--- src/qsu_pkg.sv ---
package qsu_pkg;

	localparam int BYTE_W  = 8;
	localparam int REPORT_W = 16;

	localparam logic [BYTE_W-1:0] CH_NUL    = 8'h00;
	localparam logic [BYTE_W-1:0] CH_BSLASH = 8'h5C;
	localparam logic [BYTE_W-1:0] CH_SQUOTE = 8'h27;
	localparam logic [BYTE_W-1:0] CH_DQUOTE = 8'h22;
	localparam logic [BYTE_W-1:0] CH_ZERO   = 8'h30;
	localparam logic [BYTE_W-1:0] CH_T      = 8'h74;
	localparam logic [BYTE_W-1:0] CH_R      = 8'h72;
	localparam logic [BYTE_W-1:0] CH_N      = 8'h6E;
	localparam logic [BYTE_W-1:0] CH_TAB    = 8'h09;
	localparam logic [BYTE_W-1:0] CH_CR     = 8'h0D;
	localparam logic [BYTE_W-1:0] CH_LF     = 8'h0A;

	localparam logic STYLE_SINGLE = 1'b0;
	localparam logic STYLE_DOUBLE = 1'b1;

	typedef enum logic [2:0] {
		CAUSE_NONE   = 3'd0,
		CAUSE_END    = 3'd1,
		CAUSE_QUOTE  = 3'd2,
		CAUSE_NUL    = 3'd3,
		CAUSE_ESCAPE = 3'd4
	} cause_t;

	typedef struct packed {
		logic                  out_valid;
		logic [BYTE_W-1:0]     out_byte;
		logic                  stopped;
		cause_t                stop_cause;
		logic [REPORT_W-1:0]   decoded_count;
	} result_t;

	function automatic logic [BYTE_W-1:0] unescape(input logic [BYTE_W-1:0] c);
		logic [BYTE_W-1:0] r;
		case (c)
			CH_ZERO: r = CH_NUL;
			CH_T:    r = CH_TAB;
			CH_R:    r = CH_CR;
			CH_N:    r = CH_LF;
			default: r = c;
		endcase
		return r;
	endfunction

endpackage

--- src/qsu_decode.sv ---
module qsu_decode
	import qsu_pkg::*;
#(
	parameter int COUNT_WIDTH = 16
) (
	input  logic              clk,
	input  logic              arst_n,
	input  logic              step,
	input  logic [BYTE_W-1:0] in_byte,
	input  logic              last,
	input  logic              quote_style,
	output result_t           result
);

	typedef enum logic [1:0] {
		PH_NORMAL = 2'd0,
		PH_ESCAPE = 2'd1,
		PH_QUOTE  = 2'd2,
		PH_DONE   = 2'd3
	} phase_t;

	phase_t                 phase_q;
	phase_t                 phase_d;
	logic [COUNT_WIDTH-1:0] count_q;
	logic [COUNT_WIDTH-1:0] count_d;
	logic                   emit;
	logic [BYTE_W-1:0]      ch;
	cause_t                 cause;
	logic [31:0]            count_ext;

	always_comb begin
		emit    = 1'b0;
		ch      = CH_NUL;
		cause   = CAUSE_NONE;
		phase_d = phase_q;
		case (phase_q)
			PH_NORMAL: begin
				if (in_byte == CH_NUL) begin
					cause = CAUSE_NUL;
				end else if (in_byte == CH_BSLASH) begin
					if (last) cause = CAUSE_ESCAPE;
					else phase_d = PH_ESCAPE;
				end else if (quote_style == STYLE_SINGLE && in_byte == CH_SQUOTE) begin
					if (last) cause = CAUSE_QUOTE;
					else phase_d = PH_QUOTE;
				end else if (quote_style == STYLE_DOUBLE && in_byte == CH_DQUOTE) begin
					cause = CAUSE_QUOTE;
				end else begin
					emit = 1'b1;
					ch   = in_byte;
				end
			end
			PH_ESCAPE: begin
				if (in_byte == CH_NUL) begin
					cause = CAUSE_NUL;
				end else begin
					emit    = 1'b1;
					ch      = unescape(in_byte);
					phase_d = PH_NORMAL;
				end
			end
			PH_QUOTE: begin
				// doubled quote is a literal quote, anything else closes
				if (in_byte == CH_SQUOTE) begin
					emit    = 1'b1;
					ch      = CH_SQUOTE;
					phase_d = PH_NORMAL;
				end else begin
					cause = CAUSE_QUOTE;
				end
			end
			default: begin
			end
		endcase

		if (cause != CAUSE_NONE) phase_d = PH_DONE;
		else if (last && phase_q != PH_DONE) cause = CAUSE_END;

		count_d = count_q;
		if (emit && !(&count_q)) count_d = count_q + COUNT_WIDTH'(1);
		count_ext = 32'(count_d);

		result.out_valid     = emit;
		result.out_byte      = ch;
		result.stopped       = (cause != CAUSE_NONE);
		result.stop_cause    = cause;
		result.decoded_count = (count_ext > 32'h0000_FFFF) ? {REPORT_W{1'b1}}
			: count_ext[REPORT_W-1:0];
	end

	always_ff @(posedge clk or negedge arst_n) begin
		if (!arst_n) begin
			phase_q <= PH_NORMAL;
			count_q <= '0;
		end else if (step) begin
			if (last) begin
				phase_q <= PH_NORMAL;
				count_q <= '0;
			end else begin
				phase_q <= phase_d;
				count_q <= count_d;
			end
		end
	end

`ifndef ASSERT_OFF
	a_cnt_after_emit: assert property (@(posedge clk) disable iff (!arst_n)
		result.out_valid |-> (result.decoded_count != '0))
		else $error("emit with zero count");
	a_done_silent: assert property (@(posedge clk) disable iff (!arst_n)
		(phase_q == PH_DONE) |-> (!result.out_valid && !result.stopped))
		else $error("output after decoding ended");
	a_reset_on_last: assert property (@(posedge clk) disable iff (!arst_n)
		(step && last) |=> (phase_q == PH_NORMAL && count_q == '0))
		else $error("state not cleared after last word");
`endif

endmodule

--- src/quoted_string_unescaper_core.sv ---
// Path: input word accept into the input register, then decode, then the result register.
// Throughput: 1 word per cycle while the result stream is not stalled; the phase/count update does not hold the flow.
// Output stall backs up through the input register; no word is dropped.
// Reset (arst_n low, async): both stages empty, parse phase normal, count zero,
// quote_style single.
module quoted_string_unescaper_core
	import qsu_pkg::*;
#(
	parameter int COUNT_WIDTH = 16
) (
	input  logic        clk,
	input  logic        arst_n,
	// config: quote_style, 0 single with doubling, 1 double
	input  logic        quote_style_we,
	input  logic        quote_style_wdata,
	// input stream
	input  logic        s_tvalid,
	output logic        s_tready,
	input  logic [7:0]  s_tdata,   // [7:0] in_byte
	input  logic        s_tlast,   // last byte of the quoted region
	// result stream
	output logic        m_tvalid,
	input  logic        m_tready,
	output logic [31:0] m_tdata,   // [7:0] out_byte, [8] stopped, [11:9] stop_cause,
	                               // [27:12] decoded_count, [31:28] zero
	output logic        m_tuser    // [0] out_valid
);

	logic              quote_style_q;

	// input register
	logic              valid_s1;
	logic [BYTE_W-1:0] byte_s1;
	logic              last_s1;

	// result register
	logic              valid_s2;
	result_t           res_s2;

	result_t           res_d;
	logic              advance;

	// s1 moves into s2 when s2 is free or being drained this cycle
	assign advance  = valid_s1 && (!valid_s2 || m_tready);
	assign s_tready = !valid_s1 || advance;

	always_ff @(posedge clk or negedge arst_n) begin
		if (!arst_n) begin
			quote_style_q <= STYLE_SINGLE;
		end else if (quote_style_we) begin
			quote_style_q <= quote_style_wdata;
		end
	end

	always_ff @(posedge clk or negedge arst_n) begin
		if (!arst_n) begin
			valid_s1 <= 1'b0;
		end else if (s_tready) begin
			valid_s1 <= s_tvalid;
		end
	end

	always_ff @(posedge clk) begin
		if (s_tready && s_tvalid) begin
			byte_s1 <= s_tdata;
			last_s1 <= s_tlast;
		end
	end

	// decode logic plus the phase / count state it updates
	qsu_decode #(
		.COUNT_WIDTH (COUNT_WIDTH)
	) u_decode (
		.clk         (clk),
		.arst_n      (arst_n),
		.step        (advance),
		.in_byte     (byte_s1),
		.last        (last_s1),
		.quote_style (quote_style_q),
		.result      (res_d)
	);

	always_ff @(posedge clk or negedge arst_n) begin
		if (!arst_n) begin
			valid_s2 <= 1'b0;
		end else if (advance) begin
			valid_s2 <= 1'b1;
		end else if (m_tready) begin
			valid_s2 <= 1'b0;
		end
	end

	always_ff @(posedge clk) begin
		if (advance) begin
			res_s2 <= res_d;
		end
	end

	assign m_tvalid = valid_s2;
	assign m_tuser  = res_s2.out_valid;
	assign m_tdata  = {4'b0000, res_s2.decoded_count, res_s2.stop_cause,
		res_s2.stopped, res_s2.out_byte};

`ifndef ASSERT_OFF
	a_stop_matches_cause: assert property (@(posedge clk) disable iff (!arst_n)
		valid_s2 |-> (res_s2.stopped == (res_s2.stop_cause != CAUSE_NONE)))
		else $error("stopped flag and cause disagree");
	a_idle_byte_zero: assert property (@(posedge clk) disable iff (!arst_n)
		(valid_s2 && !res_s2.out_valid) |-> (res_s2.out_byte == CH_NUL))
		else $error("nonzero byte without out_valid");
	a_advance_fills: assert property (@(posedge clk) disable iff (!arst_n)
		advance |=> valid_s2)
		else $error("result register not loaded");
	a_stall_holds_s1: assert property (@(posedge clk) disable iff (!arst_n)
		!s_tready |-> valid_s1)
		else $error("input blocked with empty input register");
`endif

endmodule

--- config.mk ---
export PLATFORM = sky130hd
export DESIGN_NAME = quoted_string_unescaper_core
export DESIGN_NICKNAME = d
export VERILOG_FILES = /design/src/qsu_pkg.sv /design/src/qsu_decode.sv /design/src/quoted_string_unescaper_core.sv
export SDC_FILE = /design/constraint.sdc
export NUM_CORES = 1
export LEC_CHECK = 0
export BUFFER_PORTS_ARGS = -buffer_cell sky130_fd_sc_hd__clkbuf_2
export CAP_MARGIN = 20
export CORE_MARGIN = 2
export CORE_UTILIZATION = 40
export CTS_CLUSTER_SIZE = 25
export DETAILED_ROUTE_END_ITERATION = 8
export PLACE_DENSITY = 0.71
export SYNTH_ARGS = -nofsm -noshare
export SYNTH_HDL_FRONTEND = slang
export SYNTH_HIERARCHICAL = 1
export SYNTH_SLANG_ARGS = --single-unit
--- constraint.sdc ---
create_clock -name clk -period 2.5 [get_ports clk]
set_input_delay 0.75 -clock clk [delete_from_list [all_inputs] [get_ports clk]]
set_output_delay 0.75 -clock clk [all_outputs]
set_load 0.01 [all_outputs]
==> parameters.txt, run 1 <==
Parameter                              Value

Cells and area
  Ratio of cells with drive above 1 in the final layout ... 0.286
  Final core occ ... 0.495
  P&R area growth vs syn ... 20.4%
  Post-route non-filler standard cell count ... 455
  Diodes inserted ... 0
  Nets ... 369

Pwr
  Reported leakage power ... 1.51 nW
  Power Dens Cells ... 960 nW/um^2
  Power share of the combinational group ... 0.362
  Switching share of total power ... 0.353
  Relative contribution of sequential cells to total power ... 0.419
  IR drop worst, VDD ... 0.000381 V
  Cell-internal power ... 2.36 mW
  Power spent charging and discharging nets ... 1.29 mW
  Part of the total power dissipated in the clock network ... 0.219

Clocking
  CTS Buf Count ... 9
  Clock net sink count ... 59
  Clock-pin transition on the worst setup and hold timing paths ... 0.06 ns
  Clock latency at the later pin of the worst-skew pair ... 0.34 ns
  CTS HTree Levels ... 3
  Buffer type at the clock tree root ... sky130_fd_sc_hd__clkbuf_8
  Clock buffer depth ... 2
  TritonCTS clock tree ... done

Die
  Die extent in x ... 92.9 um
  Starting utilization of the core area ... 0.411
  I/O pin count ... 50
  Die outline area ... 8620 um^2
  CORE AREA ... 7690 um^2
  Site Rows ... 32
  Die Ht ... 92.9 um

Timing
  Maximum clock skew at final layout ... 0.00440 ns
  Max Transition Viols Final ... 0
  Min cycle time layout ... 2.41 ns
  Setup repair after global routing missed its margin ... false
  Worst relative slew slack ... 0.603
  Setup-failing EPs final ... 0
  Setup TNS after final layout ... 0 ns
  Top achievable clock speed ... 415 MHz
  Final worst path period share ... 0.963
  Slew @ Worst Pin ... 0.595 ns
  Endpoints failing hold ... 0

Detailed routing
  Post-DRT Antenna Nets ... 0
  Detailed-route DRC error count ... 0
  Aggregate routed wire length ... 6510 um
  Detailed-router iteration count before antenna repair ... 4
  DR vias/cell ... 5.33
  Violation count after the first detailed-routing iteration ... 170
  Wire length per cell ... 14.3 um
  Total via count after detailed routing ... 2,427

Logic synthesis
  Flip-flop and latch count after synthesis ... 59
  Top-count cell post-synth ... sky130_fd_sc_hd__edfxtp_1
  Number of synthesized flops with an enable pin ... 38
  Cell area after synthesis ... 3160 um^2
  Syn Area/Cell ... 11.1 um^2
  Number of warning messages in the yosys log ... 6
  Area share of the leading cell type in the synthesized netlist ... 0.361
  Async S/R FF share, synth ... 0.356
  Top FF cell, synth ... sky130_fd_sc_hd__edfxtp_1
  Cell type contributing the most total cell area after synthesis ... sky130_fd_sc_hd__edfxtp_1
  Synth top cells by count ... sky130_fd_sc_hd__edfxtp_1 (38), sky130_fd_sc_hd__dfrtp_1 (21), sky130_fd_sc_hd__nand2_1 (18), sky130_fd_sc_hd__inv_1 (16), sky130_fd_sc_hd__nand3_1 (15)
  Cell types with the largest area share after synthesis ... sky130_fd_sc_hd__edfxtp_1 (36%), sky130_fd_sc_hd__dfrtp_1 (17%), sky130_fd_sc_hd__xnor2_1 (3.1%)
  Sequential element share of the synthesized area ... 0.528
  Number of cells produced by synthesis ... 284
  Synth unique cells ... 62

Critical path
  Worst path bufs/invs ... 0
  CP Max Fanout ... 6
  Slowest cell on the critical path ... sky130_fd_sc_hd__or4_4
  Worst-path cell chain ... or4_4 -> or3_4 -> o211a_4 -> or4_4 -> xnor2_1
  Maximum single-stage delay on the critical path ... 0.55 ns
  Top cell family by delay on the critical path ... simple AND/OR/NAND/NOR gates
  Data arrival time of the critical path ... 2.50 ns
  Worst Path Required ... 2.59 ns
  Most numerous cell on the critical path ... sky130_fd_sc_hd__or4_4
  CP endpoint kind ... flip-flop
  Critical path start-end classification ... flip-flop to flip-flop
  Critical path launch point type ... flip-flop

Status
  Run status ... completed

Global routing
  Pin count of the biggest net entering global routing ... 45
  Antenna violations before repair ... 0
  Overflow left after global routing ... 0
  Global-route wire length before repair ... 10,900 um
  GR Util All Layers ... 0.164
  Number of global-route vias before repair ... 2,296

Place
  GPL Wtd Cong ... 0.884
  Number of port buffers ... 45
  Cell count after placement ... 439
  Placed wire-length estimate ... 4610 um

Run
  Max-Cap Viols ... 0

Worst hold path
  Class of the tightest hold or removal check ... input pin to async pin
[per-layer routing]
layer	share of wire	routed length, um	track usage
met5	0	0	0
met4	0.021	140	0.0686
met3	0.049	319	0.0513
met2	0.46	3020	0.251
met1	0.46	3030	0.215
[cell families (layout without fill, tap and decap cells)]
group           count (synthesis)  count (layout)  share of synthesized area
compound gates                 55              55                      0.130
xor+xnor                       13              13                     0.0361
fa+ha+maj                       6               6                     0.0238
buf+inv                        34             100                     0.0511
flops                          59              59                      0.528
mux                             6               6                     0.0202
other cells                     1               4                    0.00119
simple gates                  110             110                      0.210
[through the flow]
stage               worst slack (ns)  total power [mW]  instance area, um^2  hold WS (ns)
floorplan                    -0.0409              2.40                 3170         0.454
global route                 0.00619              3.89                 3800         0.422
global placement              0.0930              2.79                 3610         0.523
finish                        0.0921              3.65                 3800         0.401
CTS                           0.0323              3.65                 3790         0.407
detailed placement            0.0442              2.84                 3610         0.557
[power groups by stage]
stage                     Combinational, mW  Clock [mW]  Sequential [mW]
after floorplan                       0.855           0             1.55
after global placement                 1.26           0             1.53
after detailed placement               1.29           0             1.54
after CTS                              1.30       0.825             1.52
after global routing                   1.47       0.870             1.55
final                                  1.32       0.800             1.53
[path summary, 6_finish.rpt]
path,from,depth (start not counted),to,slack (ns)
hold reg to reg,valid_s1$_DFFE_PN0P_,1,m_tvalid$_DFFE_PN0P_,0.57
hold / removal,arst_n,1,u_decode/count_q[10]$_DFFE_PN0P_,0.40
setup reg to reg,byte_s1[7]$_DFFE_PP_,5,m_tdata[27]$_DFFE_PP_,0.09
setup / recovery,byte_s1[7]$_DFFE_PP_,5,m_tdata[27]$_DFFE_PP_,0.09
min in group clk,valid_s1$_DFFE_PN0P_,1,m_tvalid$_DFFE_PN0P_,0.57
max in group asynchronous,arst_n,1,u_decode/count_q[13]$_DFFE_PN0P_,1.71
[timing repair]
| item | in CTS | in global routing |
|---|---|---|
| hold buffers | 0 | 0 |
| resized for setup | 0 | 3 |
| setup buffers | 0 | 0 |
| endpoints found under the setup margin | 0 | 7 |
[worst reg2reg max path: stages, from the launching register on]
cell                       delay (ns)
sky130_fd_sc_hd__edfxtp_1        0.41
sky130_fd_sc_hd__or4_4           0.55
sky130_fd_sc_hd__or3_4           0.40
sky130_fd_sc_hd__o211a_4         0.19
sky130_fd_sc_hd__or4_4           0.46
sky130_fd_sc_hd__xnor2_1         0.14
[cell usage in the layout, fill, tap and decap left out, types with 3 or more instances in the layout]
| master | instances |
|---|---|
| sky130_fd_sc_hd__clkbuf_2 | 45 |
| sky130_fd_sc_hd__edfxtp_1 | 38 |
| sky130_fd_sc_hd__dfrtp_1 | 21 |
| sky130_fd_sc_hd__buf_4 | 21 |
| sky130_fd_sc_hd__nand2_1 | 17 |
| sky130_fd_sc_hd__inv_1 | 16 |
| sky130_fd_sc_hd__nand3_1 | 15 |
| sky130_fd_sc_hd__clkbuf_8 | 12 |
| sky130_fd_sc_hd__o21ai_0 | 12 |
| sky130_fd_sc_hd__xnor2_1 | 11 |
| sky130_fd_sc_hd__nand2b_1 | 10 |
| sky130_fd_sc_hd__nor2_1 | 10 |
| sky130_fd_sc_hd__nor3_1 | 7 |
| sky130_fd_sc_hd__nand4_1 | 7 |
| sky130_fd_sc_hd__nor2b_1 | 6 |
| sky130_fd_sc_hd__a21oi_1 | 6 |
| sky130_fd_sc_hd__ha_1 | 6 |
| sky130_fd_sc_hd__or4_1 | 5 |
| sky130_fd_sc_hd__and3_1 | 5 |
| sky130_fd_sc_hd__o221ai_1 | 5 |
| sky130_fd_sc_hd__o22ai_1 | 5 |
| sky130_fd_sc_hd__conb_1 | 4 |
| sky130_fd_sc_hd__a31oi_1 | 4 |
| sky130_fd_sc_hd__and2_1 | 4 |
| sky130_fd_sc_hd__mux2_2 | 3 |
| sky130_fd_sc_hd__nand3b_1 | 3 |
| sky130_fd_sc_hd__o311ai_0 | 3 |
| sky130_fd_sc_hd__mux2i_1 | 3 |
[registers in the layout, summed over array words and instances (netlist names)]
name and cells:
m_tdata 28, u_decode/phase_q 2, byte_s1 8, quote_style_q 1, valid_s1 1, u_decode/count_q 16
last_s1 1, m_tvalid 1, m_tuser 1
[area by class of cell]
cell class                 count  area (um^2)
clock inverter                 2         10.0
clock buffer                  14          173
sequential                    59         1670
timing repair buffer          67          403
fill                         705         3880
tap                          102          128
multi-input combinational    194         1360
inverter                      17         63.8
Power figures use the tool's default switching activity.
==> run 2: changes to the inputs <==
Settings changed: PLACE_DENSITY 0.71 to 0.69.
Clock period 2.5 ns to 2.7 ns, I/O delays scaled along.
==> run 2 against run 1 <==
- power decreased by 12%
- wire length decreased by 2.0%
- clock skew increased by 0.0044 ns
- flip-flop and latch count unchanged
- clock power decreased by 15%
==> parameters.txt, run 2 (synthesized netlist as in run 1, its figures left out) <==
Parameter                              Value

Global routing
  Number of global-route vias before repair ... 2,279 (-0.74%)
  Pin count of the biggest net entering global routing ... 48 (+6.7%)
  GR Util All Layers ... 0.162 (-0.00214)
  Overflow left after global routing ... 0 (unchanged)
  Antenna violations before repair ... 0 (unchanged)
  Global-route wire length before repair ... 10,900 um (-0.31%)

Detailed routing
  Wire length per cell ... 14.3 um (-0.26%)
  Total via count after detailed routing ... 2,391 (-1.5%)
  Post-DRT Antenna Nets ... 0 (unchanged)
  DR vias/cell ... 5.35 (+0.28%)
  Detailed-route DRC error count ... 0 (unchanged)
  Aggregate routed wire length ... 6380 um (-2.0%)
  Detailed-router iteration count before antenna repair ... 5 (+1)
  Violation count after the first detailed-routing iteration ... 175 (+2.9%)

Clocking
  Clock latency at the later pin of the worst-skew pair ... 0.34 ns (about the same)
  Hold buffer count at CTS ... 0 (unchanged)
  Clock net sink count ... 59 (unchanged)
  TritonCTS clock tree ... done
  Clock-pin transition on the worst setup and hold timing paths ... 0.07 ns (about the same)
  Buffer type at the clock tree root ... sky130_fd_sc_hd__clkbuf_8
  CTS Buf Count ... 9 (unchanged)
  CTS HTree Levels ... 3 (unchanged)
  Clock buffer depth ... 2 (unchanged)

Timing
  Endpoints failing hold ... 0 (unchanged)
  Setup-failing EPs final ... 0 (unchanged)
  Post-route worst setup slack ... 0.140 ns (+0.0479 ns)
  Max Transition Viols Final ... 0 (unchanged)
  Top achievable clock speed ... 391 MHz (-5.9%)
  Setup repair after global routing missed its margin ... false
  Min cycle time layout ... 2.56 ns (+0.152 ns)
  Worst relative slew slack ... 0.609 (+0.00585)
  Maximum clock skew at final layout ... 0.00885 ns (+0.00444 ns)
  Slew @ Worst Pin ... 0.586 ns (-0.00878 ns)
  Setup TNS after final layout ... 0 ns (unchanged)
  Final worst path period share ... 0.948 (-0.0150)

Cells and area
  Post-route non-filler standard cell count ... 447 (-1.8%)
  Ratio of cells with drive above 1 in the final layout ... 0.264 (-0.0224)
  Number of fill cells ... 735 (+4.3%)
  Leading cell type in the layout, fill and taps excluded ... sky130_fd_sc_hd__clkbuf_2
  Max FFs per register ... 28 (unchanged)
  Diodes inserted ... 0 (unchanged)
  Final core occ ... 0.483 (-0.0114)
  Commonest cells after routing, fill and taps aside ... sky130_fd_sc_hd__clkbuf_2 (45), sky130_fd_sc_hd__edfxtp_1 (38), sky130_fd_sc_hd__dfrtp_1 (21), sky130_fd_sc_hd__nand2_1 (17), sky130_fd_sc_hd__inv_1 (16)
  Post-route cell area ... 3710 um^2 (-2.3%)
  P&R area growth vs syn ... 17.6%
  Nets ... 361 (-2.2%)

Critical path
  Data arrival time of the critical path ... 2.65 ns (+0.15 ns)
  CP Max Fanout ... 6 (unchanged)
  Worst Path Required ... 2.79 ns (+0.20 ns)
  Critical path launch point type ... flip-flop
  Most numerous cell on the critical path ... sky130_fd_sc_hd__or4_4
  CP endpoint kind ... flip-flop
  Worst path bufs/invs ... 0 (unchanged)
  Top cell family by delay on the critical path ... simple AND/OR/NAND/NOR gates
  Levels on crit path ... 5 (unchanged)
  Worst R2R Path Depth ... 5 (unchanged)
  Critical path start-end classification ... flip-flop to flip-flop
  Maximum single-stage delay on the critical path ... 0.56 ns (about the same)
  Slowest cell on the critical path ... sky130_fd_sc_hd__or4_4
  Worst-path cell chain ... or4_4 -> or3_1 -> o211a_4 -> or4_4 -> xnor2_1

Place
  Post-placement worst setup slack ... 0.141 ns (+0.0964 ns)
  Cell count after placement ... 431 (-1.8%)
  Placed wire-length estimate ... 4590 um (-0.52%)
  Area after detailed placement ... 3540 um^2 (-1.7%)
  Number of port buffers ... 45 (unchanged)
  GPL Wtd Cong ... 0.831 (-6.0%)

Die
  Die outline area ... 8620 um^2 (unchanged)
  I/O pin count ... 50 (unchanged)
  Site Rows ... 32 (unchanged)
  Die Ht ... 92.9 um (unchanged)
  Die extent in x ... 92.9 um (unchanged)
  CORE AREA ... 7690 um^2 (unchanged)
  Starting utilization of the core area ... 0.411 (unchanged)

Pwr
  IR drop worst, VDD ... 0.000322 V (-16%)
  Power Dens Cells ... 868 nW/um^2 (-9.6%)
  Reported leakage power ... 1.47 nW (-3.1%)

Run
  Max-Cap Viols ... 0 (unchanged)

Status
  Run status ... completed

Worst hold path
  Class of the tightest hold or removal check ... input pin to async pin
==> run 2: changes by cell type in the layout (fill, tap and decap cells not counted), sizes merged <==
cell / before / now
buf: 22 / 14
clkinv: 3 / 4
clkbuf: 59 / 58
==> run 2: path summary, 6_finish.rpt <==
check	slack, ns	from	end
max	0.14	byte_s1[3]$_DFFE_PP_	m_tdata[27]$_DFFE_PP_
max in group asynchronous	1.85	arst_n	m_tvalid$_DFFE_PN0P_
min	0.46	arst_n	u_decode/count_q[13]$_DFFE_PN0P_
min reg2reg	0.55	valid_s1$_DFFE_PN0P_	m_tvalid$_DFFE_PN0P_
max reg2reg	0.14	byte_s1[3]$_DFFE_PP_	m_tdata[27]$_DFFE_PP_
min in group clk	0.55	valid_s1$_DFFE_PN0P_	m_tvalid$_DFFE_PN0P_
==> run 2: routing by layer <==
layer	up-vias	wire length, um	track usage
li1	1177	-	-
met1	1138	2950	0.221
met2	68	2980	0.243
met3	8	345	0.0317
met4	0	106	0.0846
met5	-	0	0
==> run 2: final cells by class <==
class	count	area [um^2]	area share
multi-input cells	194	1350	0.363
repair buffers	59	343	0.0923
clock inverters	3	15.0	0.00404
clock buffers	13	149	0.0401
well taps	102	128	0.0344
flip-flops and latches	59	1670	0.449
inverters	17	63.8	0.0172
==> run 2: report_power, final <==
group          switching [mW]  leakage [nW]  internal, mW
Clock                   0.324        0.0872         0.354
Combinational           0.635         0.748         0.490
Sequential              0.188         0.632          1.23
==> run 2: metrics by stage <==
stage | total power [mW] | hold WS [ns]
2_1_floorplan | 2.22 | 0.506
3_3_place_gp | 2.52 | 0.523
3_5_place_dp | 2.55 | 0.547
4_1_cts | 3.24 | 0.467
5_1_grt | 3.45 | 0.491
6_report | 3.22 | 0.463
==> run 2: timing repair <==
item	4_1_cts	5_1_grt
buffers inserted	0	0
endpoints found under the setup margin	0	5
gates resized for setup	0	2
